===== config.mk =====
export PLATFORM = sky130hd
export DESIGN_NAME = mms_cell
export DESIGN_NICKNAME = d
export VERILOG_FILES = /design/src/rtl/core/mms_pkg.sv /design/src/rtl/core/mms_cell.sv
export SDC_FILE = /design/constraint.sdc
export NUM_CORES = 1
export LEC_CHECK = 0
export BUFFER_PORTS_ARGS = -buffer_cell sky130_fd_sc_hd__buf_2
export CAP_MARGIN = 0
export CORE_MARGIN = 5
export CORE_UTILIZATION = 40
export CTS_BUF_LIST = sky130_fd_sc_hd__clkbuf_2
export CTS_CLUSTER_DIAMETER = 30
export CTS_CLUSTER_SIZE = 28
export DETAILED_ROUTE_END_ITERATION = 8
export GPL_ROUTABILITY_DRIVEN = 0
export PLACE_DENSITY = 0.78
export SLEW_MARGIN = 30
export SYNTH_ARGS = -nofsm -noshare
export SYNTH_HDL_FRONTEND = slang
export SYNTH_SLANG_ARGS = --single-unit
export TNS_END_PERCENT = 30

===== constraint.sdc =====
create_clock -name clk_i -period 8.45 [get_ports clk_i]
set_input_delay 0.845 -clock clk_i [delete_from_list [all_inputs] [get_ports clk_i]]
set_output_delay 0.845 -clock clk_i [all_outputs]
set_load 0.03 [all_outputs]

===== src/rtl/core/mms_pkg.sv =====
`default_nettype none

package mms_pkg;

  // stack geometry
  localparam int unsigned STACK_DEPTH = 64;
  localparam int unsigned VALUE_WIDTH = 32;
  localparam int unsigned COUNT_W     = $clog2(STACK_DEPTH + 1);

  typedef enum logic [0:0] {
    MMS_PUSH = 1'b0,
    MMS_POP  = 1'b1
  } mms_action_e;

  typedef enum logic [1:0] {
    MMS_OK        = 2'd0,
    MMS_UNDERFLOW = 2'd1,
    MMS_OVERFLOW  = 2'd2
  } mms_status_e;

  typedef struct packed {
    mms_action_e                    action;
    logic signed [VALUE_WIDTH-1:0]  push_value;
  } mms_in_t;

  typedef struct packed {
    logic signed [VALUE_WIDTH-1:0]  popped_value;
    logic signed [VALUE_WIDTH-1:0]  current_min;
    logic signed [VALUE_WIDTH-1:0]  current_max;
    logic [COUNT_W-1:0]             entry_count;
    mms_status_e                    status;
  } mms_out_t;

  // one stack level: the value and the running extremes at or below it
  typedef struct packed {
    logic signed [VALUE_WIDTH-1:0]  value;
    logic signed [VALUE_WIDTH-1:0]  min;
    logic signed [VALUE_WIDTH-1:0]  max;
  } mms_entry_t;

  // shift command broadcast to every cell
  typedef struct packed {
    logic push;
    logic pop;
  } mms_shift_t;

endpackage

`default_nettype wire


===== src/rtl/core/mms_cell.sv =====
`default_nettype none

module mms_cell
  import mms_pkg::*;
(
  input  wire              clk_i,
  input  wire mms_shift_t  shift_i,
  input  wire mms_entry_t  up_i,
  input  wire mms_entry_t  down_i,
  output mms_entry_t       entry_o
);

  mms_entry_t entry_q, entry_d;

  // push moves entries down the row, pop moves them up
  always_comb begin
    entry_d = entry_q;
    if (shift_i.push) begin
      entry_d = up_i;
    end else if (shift_i.pop) begin
      entry_d = down_i;
    end
  end

  always_ff @(posedge clk_i) begin
    entry_q <= entry_d;
  end

  assign entry_o = entry_q;

endmodule

`default_nettype wire


**Word-level counts from Yosys, hierarchy flattened**

Index checks and enable logic that the tools add are counted.

- Muxes and demuxes: 2
- Reduce and logical (&&, ||, !) cells: 1

Operators by type and width:

| kind | number |
|---|---|
| 96-bit two-way mux | 2 |
| 2-bit nonzero test | 1 |

- Register bits after elaboration: 96
- Bits of input ports: 195
- Word-level logic and storage cells: 6

**Longest topological paths before layout**

Gate-level depths: netlist of the first run.

- Depth in word-level cells: 2
- Depth in mapped cells: 4
- Gate-level depth less buffers: 1

**Least setup slack after synthesis of the first run**

OpenSTA, ideal clock, no wires.

- Path type: input port to flip-flop
- From: input port shift_i[1] (netlist bit)
- To: register entry_q, in the netlist entry_o[0] (enable)
- Setup time: 461 ps
- Arrival time: 3373 ps
- Data required time: 7989 ps
- Path slack: 4617 ps
- Stages on the path: 4
- Path buffers: 3
- Cells stage by stage: buf_6 buf_6 buf_6 or2_1

- Word-level cells in the longest chain between the ends: 1

RTL lines:

| item | RTL line | source |
|---|---|---|
| from (decl) | mms_cell.sv:7 | `input wire mms_shift_t shift_i,` |
| 2-bit nonzero test (no line) | - |  |
| to (signal assigned) | mms_cell.sv:26 | `entry_q <= entry_d;` |
| to (decl) | mms_cell.sv:13 | `mms_entry_t entry_q, entry_d;` |

No other way between the ends.
A chain may end at the register's enable or synchronous reset.

**Final worst setup path of the first run**

Same ends and word-level chain as after synthesis.

==> results of run 1 <==
## placed cells by master (no fill, tap or decap)
cell,n
buf_2,289
edfxtp_1,96
mux2_2,67
mux2_4,29
clkbuf_2,9
clkinv_2,3
buf_4,3
diode_2,2
bufinv_16,2
or2_4,1
clkinvlp_4,1
clkinv_1,1
## worst max-delay path, cell delays in order
cell and delay [ps]:
buf_4 500, or2_4 600, buf_4 660
## per-layer routing
| metal | vias up | part of all wire (%) | GRT usage (%) |
|---|---|---|---|
| met3 | 20 | 11 | 7.01 |
| met2 | 177 | 53 | 31.5 |
| met4 | 0 | 2.2 | 6.33 |
| li1 | 1392 | - | - |
| met1 | 1362 | 34 | 17.4 |
| met5 | - | 0 | 0 |
## final timing paths
| kind | end | slack, ps | startpoint | depth (start not counted) |
|---|---|---|---|---|
| setup / recovery | entry_o[0]$_DFFE_PP_ | 5930 | shift_i[1] | 3 |
| hold / removal | entry_o[70]$_DFFE_PP_ | 590 | up_i[70] | 2 |
## through the flow
stage / cell area, um^2 / cells
6_report: 5860 / 639
5_1_grt: 5850 / 638
4_1_cts: 5850 / 637
3_5_place_dp: 5720 / 621
3_3_place_gp: 5720 / 621
2_1_floorplan: 4170 / 204
## power breakdown
group	total (W)	switching, W	internal (W)
combinational	0.000273	0.000168	0.000105
clock	0.000242	0.000146	0.0000954
sequential	0.000597	0.0000134	0.000584
## cell type report
cell class	instances	area (um^2)	share of cell area [%]
Tap cell	136	170	2.91
Timing Repair Buffer	292	1470	25.1
Antenna cell	2	5.00	0.0855
Multi-Input combinational cell	97	1200	20.5
Clock buffer	9	45.0	0.769
Clock inverter	7	86.3	1.47
Sequential cell	96	2880	49.2
## logic make-up (layout without fill, tap and decap cells)
logic type,count (synthesis),count (layout),synth area share (%)
muxes,96,96,28.6
and+or+nand+nor,1,1,0.150
other,0,2,0
buffers and inverters,11,308,2.07
DFF,96,96,69.2
==> metrics.txt, run 1 <==
post-route setup TNS 0 ps; static leakage 2.71 nW; synth-to-layout area growth 40.6%; share of the yosys chip area belonging to registers 69.2%; final hold vios 0; post-layout util 57.2%; first-pass iteration count of the detailed router 4; post-synth top area cell edfxtp_1; critical path fanouts, max 56; Final WS setup 5930 ps; hold slack 590 ps; Slew @ Worst Pin 761 ps; vias in the first global route 3,229; Ports 291; Mapped Avg Cell Area 20.4 um^2; WP data arrival 2700 ps; Overall Power 0.00111 W; Async SR Flop Fraction 0%; largest net degree at the start of global routing 57; total grt overflow 0; top cell type's share of synthesized area 69.2%; first-pass GRT wire length 16,700 um; Synth Register Bits 96; core area 0.0102 mm^2; CTS Buf Count 9; antenna-violating nets left 0; FP Rows 37; maximum clock insertion buffer count 2; Clock Sinks 96; Finish-stage setup viols 0; HP Class primary input to flip-flop; wirelength, routed 11,200 um; max_cap viols 0; critical path class primary input to flip-flop; outcome completed; synthesized area 0.00417 mm^2; Peak VDD IR 89.0 uV; Post-synth EDFFs 96; initial core utilization 40.7%; Port Buffer Count 290; H-tree Lvls 3; layout cells sized above 1 80.6%; Syn Inst Count 204; most common flop cell mapped by yosys edfxtp_1; drt initial violations 158; die width 112 um; cts hold-fix bufs 0; wire per inst 17.5 um; f_max 397 MHz; unique cell type count in the Yosys netlist 6; Pins Over Slew Limit 0; post-cts sizing count 0; routed vias/inst 4.62; CTS tree yes; Post-DP HPWL 8930 um; routed via count 2,951; postcts setup bufs 0; Critical Path Source Type primary input; max reg flops 96; Synthesis Warnings 0; DRC violations left 0; Synthesized Nets 399; CP endpoint kind flip-flop; post-layout min period 2520 ps; Reg clk slew, reported paths 250 ps; pre-CTS setup slack 5340 ps; RSZ-0062 raised after global routing no; list of most frequent post-synthesis cells edfxtp_1, mux2_2, mux2_4; synth top area cells edfxtp_1, mux2_2, mux2_4; initial antenna violation count 1; Slew headroom 49.3%; pwr dens 190 mW/mm^2; Final period util 29.8%; GRT Total Usage 17.1%; fillcell total 865; root buf cell clkbuf_2; Worst EP required 8640 ps; most frequent cell after synthesis edfxtp_1; nets 691; die area 0.0126 mm^2; Die Y-Extent 112 um
(Power assumes the default switching activity.)
==> run 2: changes to the inputs <==
Settings changed: ABC_AREA set to 1, CORE_AREA set to 5 5 111 113, CORE_MARGIN 5 to unset, CORE_UTILIZATION 40 to unset, DIE_AREA set to 0 0 116 118, PLACE_DENSITY 0.78 to 0.74.
Clock period 8.45 ns to 2.5 ns, I/O delays scaled along.
==> run 2 against run 1 <==
  * Area after synthesis fell by 1.1%
  * Synthesized cell count rose by 100%
  * The run now fails in 4_1_cts
==> metrics.txt, run 2 <==
Async SR Flop Fraction 0% (unchanged); H-tree Lvls 3 (unchanged); initial core utilization 36.7% (was 40.7%); synth top area cells edfxtp_1, nand2_1, buf_2 (was edfxtp_1, mux2_2, mux2_4); post-cts sizing count 0 (unchanged); synthesized area 0.00412 mm^2 (was 0.00417 mm^2); Die Y-Extent 118 um (was 112 um); die width 116 um (was 112 um); cts hold-fix bufs 168 (was 0); Port Buffer Count 290 (unchanged); most frequent cell after synthesis nand2_1 (was edfxtp_1); postcts setup bufs 0 (unchanged); maximum clock insertion buffer count 2 (unchanged); list of most frequent post-synthesis cells nand2_1, edfxtp_1, buf_2 (was edfxtp_1, mux2_2, mux2_4); most common flop cell mapped by yosys edfxtp_1 (unchanged); mux cell area share after synthesis 0% (was 28.6%); Mapped Avg Cell Area 10.1 um^2 (was 20.4 um^2); outcome did not finish (was completed); post-synthesis compound-gate area fraction 0% (unchanged); Syn Inst Count 407 (was 204); unique cell type count in the Yosys netlist 7 (was 6); Ports 291 (unchanged); Synth Register Bits 96 (unchanged); share of the yosys chip area belonging to registers 69.9% (was 69.2%); post-synth top area cell edfxtp_1 (unchanged); fraction of the mapped netlist area in adder cells 0% (unchanged); Clock Sinks 96 (unchanged); top cell type's share of synthesized area 69.9% (was 69.2%); Synthesis Warnings 0 (unchanged); FP Rows 39 (was 37); largest family of logic cells by synthesized area simple AND/OR/NAND/NOR gates (was multiplexers); Post-DP HPWL 9070 um (was 8930 um); Post-Synth XOR/XNOR Area 0% (unchanged); post-synthesis simple-gate area fraction 26.4% (was 0.150%); CTS Buf Count 9 (unchanged); Post-synth EDFFs 96 (unchanged); root buf cell clkbuf_2 (unchanged); Exit stage 4_1_cts; Synthesized Nets 602 (was 399); First Err [ERROR RSZ-0060] Max buffer count reached.
==> run 2: changes by cell type after synthesis, sizes merged <==
cell   before  now
nand2       0  288
mux2       96    0
buf        11   21
inv         0    1
==> run 2: cells by family after synthesis <==
group | Yosys count
buf+inv | 22
flops | 96
simple gates | 289
==> run 2: metrics by stage <==
step	hold slack [ps]	area, um^2	setup WS (ps)	std cells	util (%)
2_1_floorplan	429	4120	374	407	-
3_5_place_dp	519	5620	511	821	50.1
3_3_place_gp	515	5620	560	821	50.1
==> run 3: changes to the inputs <==
Settings changed: CORE_AREA 5 5 111 113 to unset, CORE_MARGIN set to 5, CORE_UTILIZATION set to 25, CTS_BUF_LIST sky130_fd_sc_hd__clkbuf_2 to unset, CTS_CLUSTER_DIAMETER 30 to unset, CTS_CLUSTER_SIZE 28 to unset, DIE_AREA 0 0 116 118 to unset, PLACE_DENSITY 0.74 to unset, PLACE_DENSITY_LB_ADDON set to 0.15.
==> run 3 against run 2 <==
  * The run now ends clean
  * Synthesized cell count unchanged
  * Area after synthesis is the same
==> metrics.txt, run 3 <==
Pins Over Slew Limit 0; cell repeated most along the worst path buf_4; FP Rows 47 (was 39); H-tree Lvls 3 (unchanged); Async SR Flop Fraction 0% (unchanged); Slew headroom 39.0%; post-synth top area cell edfxtp_1 (unchanged); drt initial violations 130; vias in the first global route 3,805; Final WS setup 1180 ps; M3 GR Usage 5.49%; CTS tree yes; Post-synth EDFFs 96 (unchanged); pwr dens 718 mW/mm^2; most common flop cell mapped by yosys edfxtp_1 (unchanged); post-cts sizing count 0 (unchanged); postcts setup bufs 0 (unchanged); f_max 756 MHz; share of the yosys chip area belonging to registers 69.9% (unchanged); Port Buffer Count 290 (unchanged); initial antenna violation count 2; Synthesis Warnings 0 (unchanged); Worst EP required 2530 ps; routed via count 3,689; Syn Inst Count 407 (unchanged); Slew @ Worst Pin 916 ps; Finish-stage setup viols 0; list of most frequent post-synthesis cells nand2_1, edfxtp_1, buf_2 (unchanged); Post-DP Area 0.00573 mm^2 (was 0.00562 mm^2); GRT Total Usage 13.0%; Synth Register Bits 96 (unchanged); wirelength, routed 12,800 um; Die Y-Extent 138 um (was 118 um); die width 138 um (was 116 um); most frequent cell after synthesis nand2_1 (unchanged); multi-input logic area 0.00109 mm^2; critical path class primary input to flip-flop; Post-DP HPWL 9680 um (was 9070 um); hold slack 172 ps; RSZ-0062 raised after global routing no; Clock Sinks 96 (unchanged); synth-to-layout area growth 47.4%; synth top area cells edfxtp_1, nand2_1, buf_2 (unchanged); most common cell after layout, fill and taps aside buf_2; commonest cells after routing, fill and taps aside buf_2, nand2_1, edfxtp_1, clkbuf_16, buf_4; antenna-violating nets left 0; slowest stage delay, CP 410 ps; nets 887; critical path's slowest cell or2_4; static leakage 3.17 nW; maximum clock insertion buffer count 2 (unchanged); layout cells sized above 1 44.4%; GR Layer Usage met1 15.5%; Critical Path Source Type primary input; synthesized area 0.00412 mm^2 (unchanged); GR Util met2 20.5%; post-route setup TNS 0 ps; first-pass iteration count of the detailed router 4; final hold vios 0; outcome completed (was did not finish); Synthesized Nets 602 (unchanged); total grt overflow 0; Peak VDD IR 375 uV; routed vias/inst 4.02; top cell type's share of synthesized area 69.9% (unchanged); Reg clk slew, reported paths 70 ps; GRT busiest layer met2; unique cell type count in the Yosys netlist 7 (unchanged); max_cap viols 0; Final period util 52.9%; cts hold-fix bufs 0 (was 168); pre-CTS setup slack 616 ps (was 511 ps); initial core utilization 25.2% (was 36.7%); Overall Power 0.00436 W; Ports 291 (unchanged); Mapped Avg Cell Area 10.1 um^2 (unchanged); post-layout min period 1320 ps; core area 0.0163 mm^2; wire per inst 14.0 um; CTS Buf Count 9 (unchanged); Reg area 0.00288 mm^2; root buf cell clkbuf_16 (was clkbuf_2); critical path endpoint entry_o[63]$_DFFE_PP_; HP Class primary input to flip-flop; CP endpoint kind flip-flop; WP data arrival 1350 ps; crit path from shift_i[1]; DRC violations left 0; post-route cell area 0.00608 mm^2; die area 0.0192 mm^2; crit-path cells buf_4 -> or2_4 -> buf_12 -> buf_4; largest net degree at the start of global routing 97; fillcell total 1,758; critical path fanouts, max 35; first-pass GRT wire length 19,800 um; max reg flops 96
run 3: cell counts after synthesis:
No cell type changed its count.
run 3: power by group:
group	switching [W]	internal, W
clock network	0.000554	0.000872
logic	0.000631	0.000285
registers	0.0000430	0.00198
run 3: per-layer routing:
metal  routed length [um]  vias up  part of all wire (%)
met5                   18        -                  0.14
met4                  279        2                   2.2
met3                 1340       18                    10
met2                 5900      193                    46
met1                 5280     1603                    41
li1                     -     1873                     -
run 3: cell type report:
class,count,share of cell area (%)
diodes,1,0.0412
clock buffers,12,3.89
clock inverters,3,1.11
inverters,1,0.103
multi-input cells,289,17.9
flip-flops and latches,96,47.4
well taps,220,4.53
repair buffers,295,25.0
run 3: through the flow:
step / cells / utilization, %
2_1_floorplan: 407 / -
3_3_place_gp: 899 / 35.1
3_5_place_dp: 899 / 35.1
4_1_cts: 914 / 36.9
5_1_grt: 917 / 37.2
6_report: 917 / 37.2
run 3: worst max-delay path, delay by kind of cell:
| family | cells | cell delay [ps] |
|---|---|---|
| buffers and inverters | 3 | 650 |
| and+or+nand+nor | 1 | 410 |
run 3: logic make-up after synthesis:
group,share of synthesized area [%]
flip-flops,69.9
buffers and inverters,3.67
AND/OR/NAND/NOR,26.4
run 3: worst min-delay path by stage:
| stage | from | endpoint | slack [ps] | cells past startpoint |
|---|---|---|---|---|
| after global placement | down_i[89] | entry_o[89]$_DFFE_PP_ | 510 | 3 |
| after floorplan | down_i[0] | entry_o[0]$_DFFE_PP_ | 430 | 2 |
| final | down_i[16] | entry_o[16]$_DFFE_PP_ | 170 | 3 |
| after detailed placement | down_i[34] | entry_o[34]$_DFFE_PP_ | 520 | 3 |
| after global routing | down_i[83] | entry_o[83]$_DFFE_PP_ | 160 | 3 |
| after CTS | down_i[16] | entry_o[16]$_DFFE_PP_ | 150 | 3 |
==> run 4: changes to the inputs <==
Clock period 2.5 ns to 1.4 ns, I/O delays scaled along.
==> run 4 against run 3 <==
  * Wire length down 1.7%
  * Critical path depth down 3
  * Hold slack worse by 110 ps
  * Design area about the same
  * Count of clock-buffer cells in the layout down 1
  * Flip-flop and latch count unchanged
  * Clock power up 78%
  * First-iteration DRC count down 1.5%
  * Combinational power up 77%
  * Sequential share of layout area about the same
  * Worst setup slack worse by 880 ps
  * Total power up 78%
==> metrics.txt, run 4 (synthesis results as in run 3) <==
drt initial violations 128 (was 130); wire per inst 13.8 um (was 14.0 um); Slew headroom 39.4% (was 39.0%); Layout Cells excl Fill 916 (was 917); Final period util 78.7%; postcts setup bufs 0 (unchanged); CP endpoint kind output port (was flip-flop); diode count 0 (was 1); routed vias/inst 4.01 (was 4.02); Post-DP Area 0.00577 mm^2 (was 0.00573 mm^2); die width 138 um (unchanged); total grt overflow 0 (unchanged); H-tree Lvls 3 (unchanged); pwr dens 1280 mW/mm^2 (was 718 mW/mm^2); crit-path cells buf_2 (was buf_4 -> or2_4 -> buf_12 -> buf_4); GRT busiest layer met2 (unchanged); cts hold-fix bufs 0 (unchanged); die area 0.0192 mm^2 (unchanged); fillcell total 1,715 (was 1,758); Reg clk slew, reported paths 70 ps (about the same); post-placement cell count 901 (was 899); GRT Total Usage 13.0% (about the same); HP Class primary input to flip-flop (unchanged); antenna-violating nets left 0 (unchanged); Clock Sinks 96 (unchanged); Reg area 0.00288 mm^2 (unchanged); M3 GR Usage 5.97% (was 5.49%); maximum clock insertion buffer count 2 (unchanged); most common cell after layout, fill and taps aside buf_2 (unchanged); largest net degree at the start of global routing 97 (unchanged); commonest cells after routing, fill and taps aside buf_2, nand2_1, edfxtp_1, clkbuf_16, buf_4 (unchanged); final hold vios 0 (unchanged); CP delay by family, top flip-flops (was buffers and inverters); Port Buffer Count 290 (unchanged); synth-to-layout area growth 47.4% (about the same); critical path's slowest cell edfxtp_1 (was or2_4); GR Layer Usage met1 14.6% (was 15.5%); f_max 908 MHz; first-pass GRT wire length 19,800 um (about the same); Ports 291 (unchanged); routed via count 3,676 (was 3,689); crit path buf inv count 1 (was 3); max_cap viols 0 (unchanged); first-pass iteration count of the detailed router 4 (unchanged); initial antenna violation count 1 (was 2); Critical Path Source Type flip-flop (was primary input); post-layout min period 1100 ps; initial core utilization 25.2% (unchanged); Worst EP required 1260 ps (was 2530 ps); multi-input logic area 0.00109 mm^2 (unchanged); outcome completed (unchanged); Post-DP HPWL 9580 um (was 9680 um); CTS Buf Count 9 (unchanged); post-route cell area 0.00607 mm^2 (was 0.00608 mm^2); max reg flops 96 (unchanged); DRC violations left 0 (unchanged); RSZ-0062 raised after global routing no (unchanged); Pins Over Slew Limit 0 (unchanged); nets 887 (unchanged); WP data arrival 960 ps (was 1350 ps); post-layout util 37.1% (was 37.2%); slowest stage delay, CP 420 ps (was 410 ps); GR Util met2 21.3% (was 20.5%); Peak VDD IR 504 uV (was 375 uV); Die Y-Extent 138 um (unchanged); static leakage 3.18 nW (was 3.17 nW); Overall Power 0.00777 W (was 0.00436 W); vias in the first global route 3,845 (was 3,805); Slew @ Worst Pin 909 ps (was 916 ps); wirelength, routed 12,600 um (was 12,800 um); critical path fanouts, max 1 (was 35); Finish-stage setup viols 0 (unchanged); root buf cell clkbuf_16 (unchanged); core area 0.0163 mm^2 (unchanged); layout cells sized above 1 44.5% (was 44.4%); critical path class flip-flop to output port (was primary input to flip-flop); CTS tree yes (unchanged); post-cts sizing count 0 (unchanged); FP Rows 47 (unchanged)
## run 4: final cells by class
type                       instances  area share [%]
multi-input combinational        289            17.9
tap                              220            4.53
timing repair buffer             295            25.0
inverter                           1           0.103
clock inverter                     4            1.15
clock buffer                      11            3.83
sequential                        96            47.5
## run 4: through the flow
stage | TNS, ps | worst slack (ps) | hold WS [ps]
final | 0 | 298 | 59.6
after global routing | 0 | 254 | 47.1
after CTS | 0 | 266 | 36.0
after detailed placement | 0 | 66.6 | 405
after global placement | 0 | 81.1 | 402
after floorplan | -9380 | -97.7 | 319
## run 4: worst paths after layout
| check | startpoint | to | depth (start not counted) | slack, ps |
|---|---|---|---|---|
| worst max-delay path | entry_o[66]$_DFFE_PP_ | entry_o[66] | 1 | 300 |
| worst min-delay path | down_i[57] | entry_o[57]$_DFFE_PP_ | 3 | 60 |
## run 4: power by group
group          switching [W]  leakage (nW)  internal (W)  total, W
Combinational        0.00111          2.04      0.000510   0.00162
Clock               0.000996         0.149       0.00155   0.00255
Sequential         0.0000721         0.989       0.00353   0.00360
## run 4: worst min-delay path, stage by stage
cell	delay, ps
buf_2	70
nand2_1	40
nand2_1	40
## run 4: routing by layer
metal / share of wire [%] / vias to the layer above
met5: 0 / -
met4: 1.8 / 0
met3: 11 / 12
met2: 47 / 198
met1: 40 / 1591
li1: - / 1875
